==> config.mk <==
export PLATFORM = sky130hd
export DESIGN_NAME = stable_sorted_priority_queue_unit_flat
export DESIGN_NICKNAME = d
export VERILOG_FILES = /design/src/rtl/sspq_pkg.sv /design/src/rtl/sspq_if.sv /design/src/rtl/stable_sorted_priority_queue_unit.sv /design/src/rtl/sspq_cell.sv /design/src/flat_wrapper.sv
export SDC_FILE = /design/constraint.sdc
export NUM_CORES = 1
export LEC_CHECK = 0
export ABC_AREA = 1
export BUFFER_PORTS_ARGS = -buffer_cell sky130_fd_sc_hd__buf_4
export CORE_MARGIN = 4
export CORE_UTILIZATION = 30
export DETAILED_ROUTE_END_ITERATION = 10
export PLACE_DENSITY = 0.42
export SKIP_LAST_GASP = 1
export SLEW_MARGIN = 10
export SYNTH_ARGS = -nofsm -noshare
export SYNTH_HDL_FRONTEND = slang
export SYNTH_SLANG_ARGS = --single-unit
==> constraint.sdc <==
create_clock -name clk_i -period 4.4 [get_ports clk_i]
set_clock_uncertainty 0.2 [all_clocks]
set_input_delay 0.22 -clock clk_i [delete_from_list [all_inputs] [get_ports clk_i]]
set_output_delay 0.22 -clock clk_i [all_outputs]
set_load 0.02 [all_outputs]
==> src/rtl/sspq_pkg.sv <==
// ----------------------------------------------------------------------------
// sspq_pkg
// Shared types and constants for the stable sorted priority queue.
// ----------------------------------------------------------------------------
`default_nettype none

package sspq_pkg;

  // Fixed field widths of the request and response channels
  localparam int PRI_W = 4;
  localparam int TAG_W = 32;
  localparam int OCC_W = 5;

  typedef enum logic [0:0] {
    KIND_INSERT = 1'b0,
    KIND_REMOVE = 1'b1
  } kind_e;

  typedef enum logic [1:0] {
    STAT_DONE  = 2'd0,
    STAT_EMPTY = 2'd1,
    STAT_FULL  = 2'd2
  } status_e;

  // Command broadcast to every cell of the row
  typedef struct packed {
    logic             ins;
    logic             rem;
    logic [PRI_W-1:0] pri;
  } cmd_t;

endpackage

`default_nettype wire

==> src/rtl/sspq_if.sv <==
// ----------------------------------------------------------------------------
// sspq_if
// Request and response channels of the stable sorted priority queue.
// ----------------------------------------------------------------------------
`default_nettype none

interface sspq_req_if import sspq_pkg::*; ();
  logic             valid;
  logic             ready;
  kind_e            kind;
  logic [PRI_W-1:0] priority_req;
  logic [TAG_W-1:0] tag;

  modport source (output valid, kind, priority_req, tag, input ready);
  modport sink   (input valid, kind, priority_req, tag, output ready);
endinterface

interface sspq_rsp_if import sspq_pkg::*; ();
  logic             valid;
  logic             ready;
  status_e          status;
  logic             out_valid;
  logic [PRI_W-1:0] out_priority;
  logic [TAG_W-1:0] out_tag;
  logic [OCC_W-1:0] occupancy;

  modport source (output valid, status, out_valid, out_priority, out_tag, occupancy,
                  input ready);
  modport sink   (input valid, status, out_valid, out_priority, out_tag, occupancy,
                  output ready);
endinterface

`default_nettype wire

==> src/rtl/stable_sorted_priority_queue_unit.sv <==
// ----------------------------------------------------------------------------
// stable_sorted_priority_queue_unit
// Bounded priority queue kept sorted in a shifting row of cells.
// ----------------------------------------------------------------------------
// Each request is an insert or a remove and yields one response in the cycle
// after it is accepted. The row of DEPTH compare cells moves every entry at
// once, so a new request is accepted each cycle while the response register
// is empty or being drained. Inserts go behind every stored entry of equal or
// lower priority number (ties leave in arrival order); priorities of
// PRIORITY_LEVELS or more saturate to the top level. A remove on an empty
// queue reports empty, an insert on a full queue reports full, and neither
// changes the contents. Occupancy shows the low five bits of the entry count
// after the request.
`default_nettype none

module stable_sorted_priority_queue_unit import sspq_pkg::*; #(
  parameter int DEPTH           = 16,
  parameter int PRIORITY_LEVELS = 16,
  parameter int TAG_BITS        = 32
) (
  input  wire logic clk_i,
  input  wire logic rst_ni,
  sspq_req_if.sink   req_i,
  sspq_rsp_if.source rsp_o
);

  localparam int CNT_W = $clog2(DEPTH + 1);

  logic                fire, full, empty, do_ins, do_rem;
  logic [PRI_W-1:0]    pri_sat;
  logic [TAG_BITS-1:0] tag_in;
  logic [CNT_W-1:0]    count_q, count_d;
  cmd_t                cmd;

  // Row links: cell i owns index i+1, its neighbors sit at i and i+2
  logic                keep_a [0:DEPTH];
  logic [PRI_W-1:0]    pri_a  [0:DEPTH+1];
  logic [TAG_BITS-1:0] tag_a  [0:DEPTH+1];

  logic                rsp_vld_q;
  status_e             status_q, status_d;
  logic                outv_q;
  logic [PRI_W-1:0]    opri_q, opri_d;
  logic [TAG_W-1:0]    otag_q, otag_d;
  logic [OCC_W-1:0]    occ_q;

  assign req_i.ready = !rsp_vld_q || rsp_o.ready;
  assign fire        = req_i.valid && req_i.ready;
  assign full        = count_q == CNT_W'(DEPTH);
  assign empty       = count_q == '0;
  assign do_ins      = fire && (req_i.kind == KIND_INSERT) && !full;
  assign do_rem      = fire && (req_i.kind == KIND_REMOVE) && !empty;

  always_comb begin
    if (32'(req_i.priority_req) >= PRIORITY_LEVELS) begin
      pri_sat = PRI_W'(PRIORITY_LEVELS - 1);
    end else begin
      pri_sat = req_i.priority_req;
    end
  end

  assign tag_in  = TAG_BITS'(req_i.tag);
  assign cmd.ins = do_ins;
  assign cmd.rem = do_rem;
  assign cmd.pri = pri_sat;

  assign keep_a[0]       = 1'b1;
  assign pri_a[0]        = pri_sat;
  assign tag_a[0]        = tag_in;
  assign pri_a[DEPTH+1]  = '0;
  assign tag_a[DEPTH+1]  = '0;

  for (genvar i = 0; i < DEPTH; i++) begin : g_cell
    sspq_cell #(
      .TAG_BITS (TAG_BITS),
      .INDEX    (i),
      .CNT_W    (CNT_W)
    ) u_cell (
      .clk_i       (clk_i),
      .cmd_i       (cmd),
      .count_i     (count_q),
      .new_tag_i   (tag_in),
      .left_keep_i (keep_a[i]),
      .left_pri_i  (pri_a[i]),
      .left_tag_i  (tag_a[i]),
      .right_pri_i (pri_a[i+2]),
      .right_tag_i (tag_a[i+2]),
      .keep_o      (keep_a[i+1]),
      .pri_o       (pri_a[i+1]),
      .tag_o       (tag_a[i+1])
    );
  end

  always_comb begin
    count_d = count_q;
    if (do_ins) begin
      count_d = count_q + CNT_W'(1);
    end else if (do_rem) begin
      count_d = count_q - CNT_W'(1);
    end
  end

  always_comb begin
    status_d = STAT_DONE;
    opri_d   = '0;
    otag_d   = '0;
    if (req_i.kind == KIND_REMOVE) begin
      if (empty) begin
        status_d = STAT_EMPTY;
      end else begin
        opri_d = pri_a[1];
        otag_d = TAG_W'(tag_a[1]);
      end
    end else if (full) begin
      status_d = STAT_FULL;
    end
  end

  always_ff @(posedge clk_i or negedge rst_ni) begin
    if (!rst_ni) begin
      count_q   <= '0;
      rsp_vld_q <= 1'b0;
    end else begin
      count_q <= count_d;
      if (fire) begin
        rsp_vld_q <= 1'b1;
      end else if (rsp_o.ready) begin
        rsp_vld_q <= 1'b0;
      end
    end
  end

  always_ff @(posedge clk_i) begin
    if (fire) begin
      status_q <= status_d;
      outv_q   <= do_rem;
      opri_q   <= opri_d;
      otag_q   <= otag_d;
      occ_q    <= OCC_W'(count_d);
    end
  end

  assign rsp_o.valid        = rsp_vld_q;
  assign rsp_o.status       = status_q;
  assign rsp_o.out_valid    = outv_q;
  assign rsp_o.out_priority = opri_q;
  assign rsp_o.out_tag      = otag_q;
  assign rsp_o.occupancy    = occ_q;

endmodule

`default_nettype wire

==> src/rtl/sspq_cell.sv <==
// ----------------------------------------------------------------------------
// sspq_cell
// One slot of the sorted row: holds, loads the new entry, or takes its
// left or right neighbor's entry.
// ----------------------------------------------------------------------------
`default_nettype none

module sspq_cell import sspq_pkg::*; #(
  parameter int TAG_BITS = 32,
  parameter int INDEX    = 0,
  parameter int CNT_W    = 5
) (
  input  wire logic                clk_i,
  input  wire cmd_t                cmd_i,
  input  wire logic [CNT_W-1:0]    count_i,
  input  wire logic [TAG_BITS-1:0] new_tag_i,
  input  wire logic                left_keep_i,
  input  wire logic [PRI_W-1:0]    left_pri_i,
  input  wire logic [TAG_BITS-1:0] left_tag_i,
  input  wire logic [PRI_W-1:0]    right_pri_i,
  input  wire logic [TAG_BITS-1:0] right_tag_i,
  output logic                     keep_o,
  output logic [PRI_W-1:0]         pri_o,
  output logic [TAG_BITS-1:0]      tag_o
);

  logic                occ;
  logic [PRI_W-1:0]    pri_q, pri_d;
  logic [TAG_BITS-1:0] tag_q, tag_d;

  assign occ    = CNT_W'(INDEX) < count_i;
  // Stored entries of equal or lower number stay ahead of a new one
  assign keep_o = occ && (pri_q <= cmd_i.pri);

  always_comb begin
    pri_d = pri_q;
    tag_d = tag_q;
    if (cmd_i.ins && !keep_o) begin
      if (left_keep_i) begin
        pri_d = cmd_i.pri;
        tag_d = new_tag_i;
      end else begin
        pri_d = left_pri_i;
        tag_d = left_tag_i;
      end
    end else if (cmd_i.rem) begin
      pri_d = right_pri_i;
      tag_d = right_tag_i;
    end
  end

  always_ff @(posedge clk_i) begin
    pri_q <= pri_d;
    tag_q <= tag_d;
  end

  assign pri_o = pri_q;
  assign tag_o = tag_q;

endmodule

`default_nettype wire

==> src/flat_wrapper.sv <==
// flat-port wrapper written by rule: the top's interface ports become plain ports
module stable_sorted_priority_queue_unit_flat import sspq_pkg::*;
#(
  parameter int DEPTH           = 16,
  parameter int PRIORITY_LEVELS = 16,
  parameter int TAG_BITS        = 32
)
  (clk_i, rst_ni, req_i_valid, req_i_kind, req_i_priority_req, req_i_tag, req_i_ready, rsp_o_valid, rsp_o_status, rsp_o_out_valid, rsp_o_out_priority, rsp_o_out_tag, rsp_o_occupancy, rsp_o_ready);
  sspq_req_if req_i_i ();
  sspq_rsp_if rsp_o_i ();
  input  wire logic clk_i;
  input  wire logic rst_ni;
  input wire logic [$bits(req_i_i.valid)-1:0] req_i_valid;
  input wire logic [$bits(req_i_i.kind)-1:0] req_i_kind;
  input wire logic [$bits(req_i_i.priority_req)-1:0] req_i_priority_req;
  input wire logic [$bits(req_i_i.tag)-1:0] req_i_tag;
  output wire logic [$bits(req_i_i.ready)-1:0] req_i_ready;
  output wire logic [$bits(rsp_o_i.valid)-1:0] rsp_o_valid;
  output wire logic [$bits(rsp_o_i.status)-1:0] rsp_o_status;
  output wire logic [$bits(rsp_o_i.out_valid)-1:0] rsp_o_out_valid;
  output wire logic [$bits(rsp_o_i.out_priority)-1:0] rsp_o_out_priority;
  output wire logic [$bits(rsp_o_i.out_tag)-1:0] rsp_o_out_tag;
  output wire logic [$bits(rsp_o_i.occupancy)-1:0] rsp_o_occupancy;
  input wire logic [$bits(rsp_o_i.ready)-1:0] rsp_o_ready;
  assign req_i_i.valid = req_i_valid;
  assign req_i_i.kind = req_i_kind;
  assign req_i_i.priority_req = req_i_priority_req;
  assign req_i_i.tag = req_i_tag;
  assign req_i_ready = req_i_i.ready;
  assign rsp_o_valid = rsp_o_i.valid;
  assign rsp_o_status = rsp_o_i.status;
  assign rsp_o_out_valid = rsp_o_i.out_valid;
  assign rsp_o_out_priority = rsp_o_i.out_priority;
  assign rsp_o_out_tag = rsp_o_i.out_tag;
  assign rsp_o_occupancy = rsp_o_i.occupancy;
  assign rsp_o_i.ready = rsp_o_ready;
  stable_sorted_priority_queue_unit #(.DEPTH(DEPTH), .PRIORITY_LEVELS(PRIORITY_LEVELS), .TAG_BITS(TAG_BITS)) u_core (.clk_i(clk_i), .rst_ni(rst_ni), .req_i(req_i_i), .rsp_o(rsp_o_i));
endmodule
* Word-level counts from Yosys, hierarchy flattened
Index checks and enable logic that the tools add are counted.
Operators by class: equality and inequality tests 1, bitwise logic cells 1, reductions and logical operators 76, $lt $le $gt $ge 32, mux-type cells 101, add/sub/neg operators 2
Operators by type and width (number):
- $mux 32 | 47
- $mux 4 | 47
- $le 4x4->1 | 16
- $lt 4x5->1 const A | 8
- $logic_and 1x1->1 | 37
- $reduce_bool 2->1 | 17
- $lt 3x5->1 const A | 4
- $logic_not 1->1 | 19
- $lt 1x5->1 const A | 2
- $lt 2x5->1 const A | 2
- $mux 5 | 2
- $add 5x1->5 const B | 1
- $eq 5x5->1 const B | 1
- $logic_not 5->1 | 1
- $sub 5x1->5 const B | 1
- $mux 2 | 2
- $mux 1 | 3
- $reduce_or 2->1 | 1
- $logic_or 1x1->1 | 1
- $not 1->1 | 1
Word-level totals: word-level logic and storage cells 252, register bits after elaboration 626, output and inout bits 46, input bits 41

* Logic depth before layout (Yosys ltp)
word-level depth 7, depth in mapped cells 15, depth with buffers taken out 13

* Cells and area by module
Synthesis repeated with hierarchy kept, for this count alone.
Unflattened totals: cell total of the unflattened synthesis 3779, area, all modules 40557.6 um2
Modules (own cells, without submodules):
- sspq_cell (u_core.g_cell[1].u_cell ...) | seq. area each 1081.0 um2, cells each 225, instances 3, area each 2451.1 um2
- sspq_cell (u_core.g_cell[3].u_cell ...) | seq. area each 1081.0 um2, cells each 223, instances 2, area each 2439.8 um2
- sspq_cell (u_core.g_cell[14].u_cell) | seq. area each 1081.0 um2, cells each 225, instances 1, area each 2453.6 um2
- sspq_cell (u_core.g_cell[0].u_cell) | seq. area each 1081.0 um2, cells each 225, instances 1, area each 2452.4 um2
- sspq_cell (u_core.g_cell[11].u_cell) | seq. area each 1081.0 um2, cells each 224, instances 1, area each 2448.6 um2
- sspq_cell (u_core.g_cell[13].u_cell) | seq. area each 1081.0 um2, cells each 223, instances 1, area each 2448.6 um2
- sspq_cell (u_core.g_cell[8].u_cell) | seq. area each 1081.0 um2, cells each 228, instances 1, area each 2448.6 um2
- sspq_cell (u_core.g_cell[6].u_cell) | seq. area each 1081.0 um2, cells each 225, instances 1, area each 2447.3 um2
- sspq_cell (u_core.g_cell[5].u_cell) | seq. area each 1081.0 um2, cells each 225, instances 1, area each 2446.1 um2
- sspq_cell (u_core.g_cell[15].u_cell) | seq. area each 1081.0 um2, cells each 222, instances 1, area each 2426.1 um2
- sspq_cell (u_core.g_cell[9].u_cell) | seq. area each 1081.0 um2, cells each 225, instances 1, area each 2282.2 um2
- sspq_cell (u_core.g_cell[10].u_cell) | seq. area each 1081.0 um2, cells each 225, instances 1, area each 2185.8 um2
- sspq_cell (u_core.g_cell[12].u_cell) | seq. area each 1081.0 um2, cells each 225, instances 1, area each 2184.6 um2
- stable_sorted_priority_queue_unit | seq. area each 1471.4 um2, cells each 186, instances 1, area each 2100.8 um2

* Worst setup path before layout
No wires, ideal clock.
path kind input port to flip-flop, from input port req_i_priority_req[3], to register u_core.g_cell[11].u_cell.pri_q[0], enable pin, arrival 3090 ps, slack 717 ps, buffers on the path 4, setup time 394 ps, data required time 3806 ps, stages on the path 14, cells stage by stage clkbuf_1 > clkbuf_1 > inv_1 > ha_1 > nand2_1 > inv_1 > nand2_1 > nand2_1 > nand2_1 > nand2_2 > nand2_1 > buf_4 > buf_2 > nand2_1
Between the ends: cells in the longest elaborated chain, start to end 5
RTL lines:
- start, declared | RTL line flat_wrapper.sv:15 | input wire logic [$bits(req_i_i.priority_req)-1:0] req_i_priority_req;
- $le 4x4->1 | RTL line sspq_cell.sv:33 | assign keep_o = occ && (pri_q <= cmd_i.pri);
- $logic_and 1x1->1 | RTL line sspq_cell.sv:33
- $logic_not 1->1 | RTL line sspq_cell.sv:38 | if (cmd_i.ins && !keep_o) begin
- $logic_and 1x1->1 | RTL line sspq_cell.sv:38
- $reduce_bool 2->1 (no source line)
- end signal, assigned | RTL line sspq_cell.sv:53 | pri_q <= pri_d;
- end, declared | RTL line sspq_cell.sv:28 | logic [PRI_W-1:0] pri_q, pri_d;
No other way between the ends. A chain may end at the register's enable or synchronous reset.

* Final worst setup path
from register u_core.count_q[1], to register u_core.g_cell[13].u_cell.tag_q[6] (data pin)
Between the ends: cells in the longest elaborated chain, start to end 5, elaborated cells on any way between the ends 11, classes of those cells 2 x order compare; 1 x eq/ne; 2 x mux; 6 x reduce/logical
RTL lines:
- start, declared | RTL line stable_sorted_priority_queue_unit.sv:32 | logic [CNT_W-1:0] count_q, count_d;
- start signal, assigned | RTL line stable_sorted_priority_queue_unit.sv:124 | count_q <= count_d;
- $lt 4x5->1 / $eq 5x5->1 (equally long branches) | RTL line sspq_cell.sv:31, stable_sorted_priority_queue_unit.sv:49
- $logic_and 1x1->1 / $logic_not 1->1 (equally long branches) | RTL line sspq_cell.sv:33, stable_sorted_priority_queue_unit.sv:51
- $logic_not 1->1 / $logic_and 1x1->1 (equally long branches) | RTL line sspq_cell.sv:38, stable_sorted_priority_queue_unit.sv:51
- $logic_and 1x1->1 | RTL line sspq_cell.sv:38
- $mux 32 (*) | RTL line sspq_cell.sv:38
- named net u_core.g_cell[13].u_cell.tag_d[6] | RTL line sspq_cell.sv:29 | logic [TAG_BITS-1:0] tag_q, tag_d;
- end signal, assigned | RTL line sspq_cell.sv:54 | tag_q <= tag_d;
- end, declared | RTL line sspq_cell.sv:29
Mark *: on every way through the listed nets, which the timed path passes. The rest lies on a longest branch.

==> results summary <==
During synthesis, Yosys emitted a total of 0 warnings. Of the cells placed in the final design, the portion with a size suffix greater than 1 is 0.0724. The final core utilization is 0.343. The floorplan die height came out at 354 um.

The number of nets in the synthesized netlist is 4,780. For this design, the sink count on the clock tree is 626. The largest net degree at the start of global routing is 70.

The core box area is 119,000 um2. The count of max-cap constraint violations came out at 0. The worst setup timing slack at the placement stage is 0.843 ns. The worst setup slack for register-to-register paths came out at 0.83 ns. After detailed routing, the number of vias per cell comes to 4.72. The sequential-to-total area share from yosys stat came out at 0.522. Clock latency on the worst-skew pair, taken at its later pin, is 0.66 ns.

The number of antenna cells inserted is 0. The clock buffer count from CTS came out at 80. The number of standard-cell rows in the floorplan is 126.

The count of pins over their slew limit is 0. The number of setup violations in the final report came out at 0. The worst setup path is launched from a flip-flop. After layout, the design draws a total of 27.5 mW. Setup repair after global routing left no endpoint under its margin. The leakage power figure is 19.2 nW. The top-level port count came out at 87.

The cell count after synthesis is 4,671. Power spread over the standard cell area amounts to 678 nW/um2. The tightest slew margin relative to the limit is 0.382.

For this run the aggregate overflow at the end of global routing stands at 0. Clock tree synthesis selected as its root buffer the cell clkbuf_16. The run finished with clean final reports. The count of unique library cells instantiated by Yosys is 31.

The longest clock path from root to sink contains 3 buffers. STA classifies the critical path endpoint as a flip-flop. The number of hold buffers added after CTS is 40. The initial utilization of the core area, before any placement, comes to 0.303. Across the VDD grid, the largest voltage drop is 0.376 mV. The maximum fanout encountered on the critical timing path came out at 36. Across all layers, the routed design uses 29,700 vias. The number of antenna violations at the first check in global routing came to 1. In the finished design, the share of the clock period the worst path needs comes to 0.812. The number of DRC markers after the initial detailed-route iteration is 2,275. TritonCTS built the clock tree. Clock-pin slew was measured on the worst setup and hold paths at 0.06 ns. The total die area came out at 125,000 um2. The width of the die is 354 um. A synthesized cell averages 7.69 um2.

The final weighted congestion of routability-driven global placement is 0.774. The length of the first detailed-routing pass in iterations is 8. The achievable clock frequency came out at 280 MHz.

For the pin with the worst max-slew slack, the measured transition is 0.927 ns. The final hold slack came out at 0.0481 ns. The clock tree synthesis step divided the H-tree into 3 levels. The arrival time of data at the critical path endpoint is 3.89 ns. The required time reported for the critical path endpoint is 4.72 ns. For this run, the post-layout net count is 4,740. The total routing usage reported by global routing is 0.189. The cell area after technology mapping is 35,900 um2. Once routing completed, OpenROAD measured the worst setup slack at 0.828 ns. Counting flops and latches in the post-synthesis netlist gives 626. The per-cell routed wire length is 19.1 um. In the routed design, unresolved DRC markers number 0.

The remaining antenna violation count came out at 0. The half-perimeter wire length after placement is 84.6 mm. The final-report hold violation count came out at 0. The number of gates resized after CTS was 0. The kind of path behind the tightest hold check is in2reg. The wire length of the first global-routing pass came out at 187 mm.

In the final timing run, aggregate negative setup slack is 0 ns. The total wire length after detailed routing came out at 121 mm. The via count of the first global-routing pass is 29,700. Counting I/O delays and the setup requirement, the final critical path takes 3.57 ns.

The critical path is of the reg2reg type. The area overhead of the layout relative to synthesis is 13.1%. The post-CTS setup buffer count is 0. The count of port buffers added during placement came out at 86.
-- worst paths after layout --
check / cells past startpoint / endpoint / startpoint
max: 10 / u_core.g_cell[13].u_cell.tag_o[6]$_DFFE_PP_ / u_core.count_q[1]$_DFF_PN0_
min: 3 / u_core.g_cell[0].u_cell.pri_o[0]$_DFFE_PP_ / req_i_priority_req[0]
max reg2reg: 10 / u_core.g_cell[13].u_cell.tag_o[6]$_DFFE_PP_ / u_core.count_q[1]$_DFF_PN0_
min reg2reg: 2 / u_core.g_cell[14].u_cell.tag_o[16]$_DFFE_PP_ / u_core.g_cell[15].u_cell.tag_o[16]$_SDFFCE_PN0P_
max in group asynchronous: 3 / u_core.count_q[1]$_DFF_PN0_ / rst_ni
min in group asynchronous: 3 / u_core.rsp_o.valid$_DFFE_PN0P_ / rst_ni
-- layer usage --
layer / part of all wire / GRT usage / wire, um / vias up
li1: - / - / - / 15000
met1: 0.47 / 0.263 / 57200 / 13800
met2: 0.44 / 0.302 / 53500 / 770
met3: 0.057 / 0.0348 / 6920 / 164
met4: 0.024 / 0.0476 / 2900 / 2
met5: 0.000058 / 0 / 7 / -
-- cells by family (layout without fill, tap and decap cells) --
family	count (synthesis)	in the layout	synth area share
AOI/OAI and AO/OA	66	66	0.0102
xor gates and xnor gates	7	7	0.00171
adders and majority gates	68	68	0.0237
buffers and inverters	459	484	0.0576
DFF	626	626	0.522
and+or+nand+nor	3445	3445	0.385
-- cell usage after synthesis (all sizes together) --
cell type	count	area, um2
o21bai	2	15.0
nand3	597	3010
xnor2	1	8.76
nor2	45	203
buf	194	1070
edfxtp	620	18600
clkbuf	137	514
xor2	6	52.6
inv	128	485
dfrtp	6	150
a21oi	54	274
ha	68	851
nand2	2802	10600
nand4	1	6.26
o21ai	10	76.3
-- state kept, by name, summed over array words and instances (netlist names) --
register and cells:
u_core.rsp_o.out_priority 4, u_core.rsp_o.out_tag 32, u_core.g_cell.u_cell.tag_o 512, u_core.count_q 5
u_core.rsp_o.out_valid 1, u_core.g_cell.u_cell.pri_o 64, u_core.rsp_o.valid 1, u_core.rsp_o.occupancy 5
u_core.rsp_o.status 2
-- power by group --
| group | internal (mW) | leakage (nW) | total [mW] | switching [mW] |
|---|---|---|---|---|
| Combinational | 3.13 | 12.0 | 11.3 | 8.18 |
| Clock | 3.84 | 1.27 | 6.58 | 2.73 |
| Sequential | 8.73 | 5.98 | 9.65 | 0.913 |
| Total | 15.7 | 19.2 | 27.5 | 11.8 |
-- cell type report --
class	count	area, um2
clock buffers	102	2170
well taps	1600	2000
clock inverters	45	409
repair buffers	209	1690
fillers	12800	77900
flip-flops and latches	626	18800
multi-input cells	3586	15100
inverters	128	485
-- through the flow --
step	instances	area, um2
after floorplan	4671	35900
after global placement	6109	37700
after detailed placement	6109	37700
after CTS	6296	40600
after global routing	6296	40600
final	6296	40600
-- layout by cell type (no fill, tap or decap), types with 15 or more instances in the layout --
cell type      instances
nand2_2               18
clkbuf_1              16
nand2_1             2778
nor2_1                39
buf_4                167
inv_2                 21
nand3_1              595
clkinv_2              15
edfxtp_1             620
inv_1                105
a21oi_1               53
clkinv_1              20
dlygate4sd3_1         40
clkbuf_16             82
ha_1                  68
-- critical path, cell delays in order, from the launching register on --
cell,delay [ns]
dfrtp_1,0.49
inv_1,0.21
ha_1,0.25
nand3_2,0.12
nand3_4,0.16
inv_2,0.53
nand2_1,0.20
buf_4,0.29
inv_2,0.63
nand2_1,0.22
nand2_1,0.11
No activity file was read; power rests on OpenSTA's default activity.
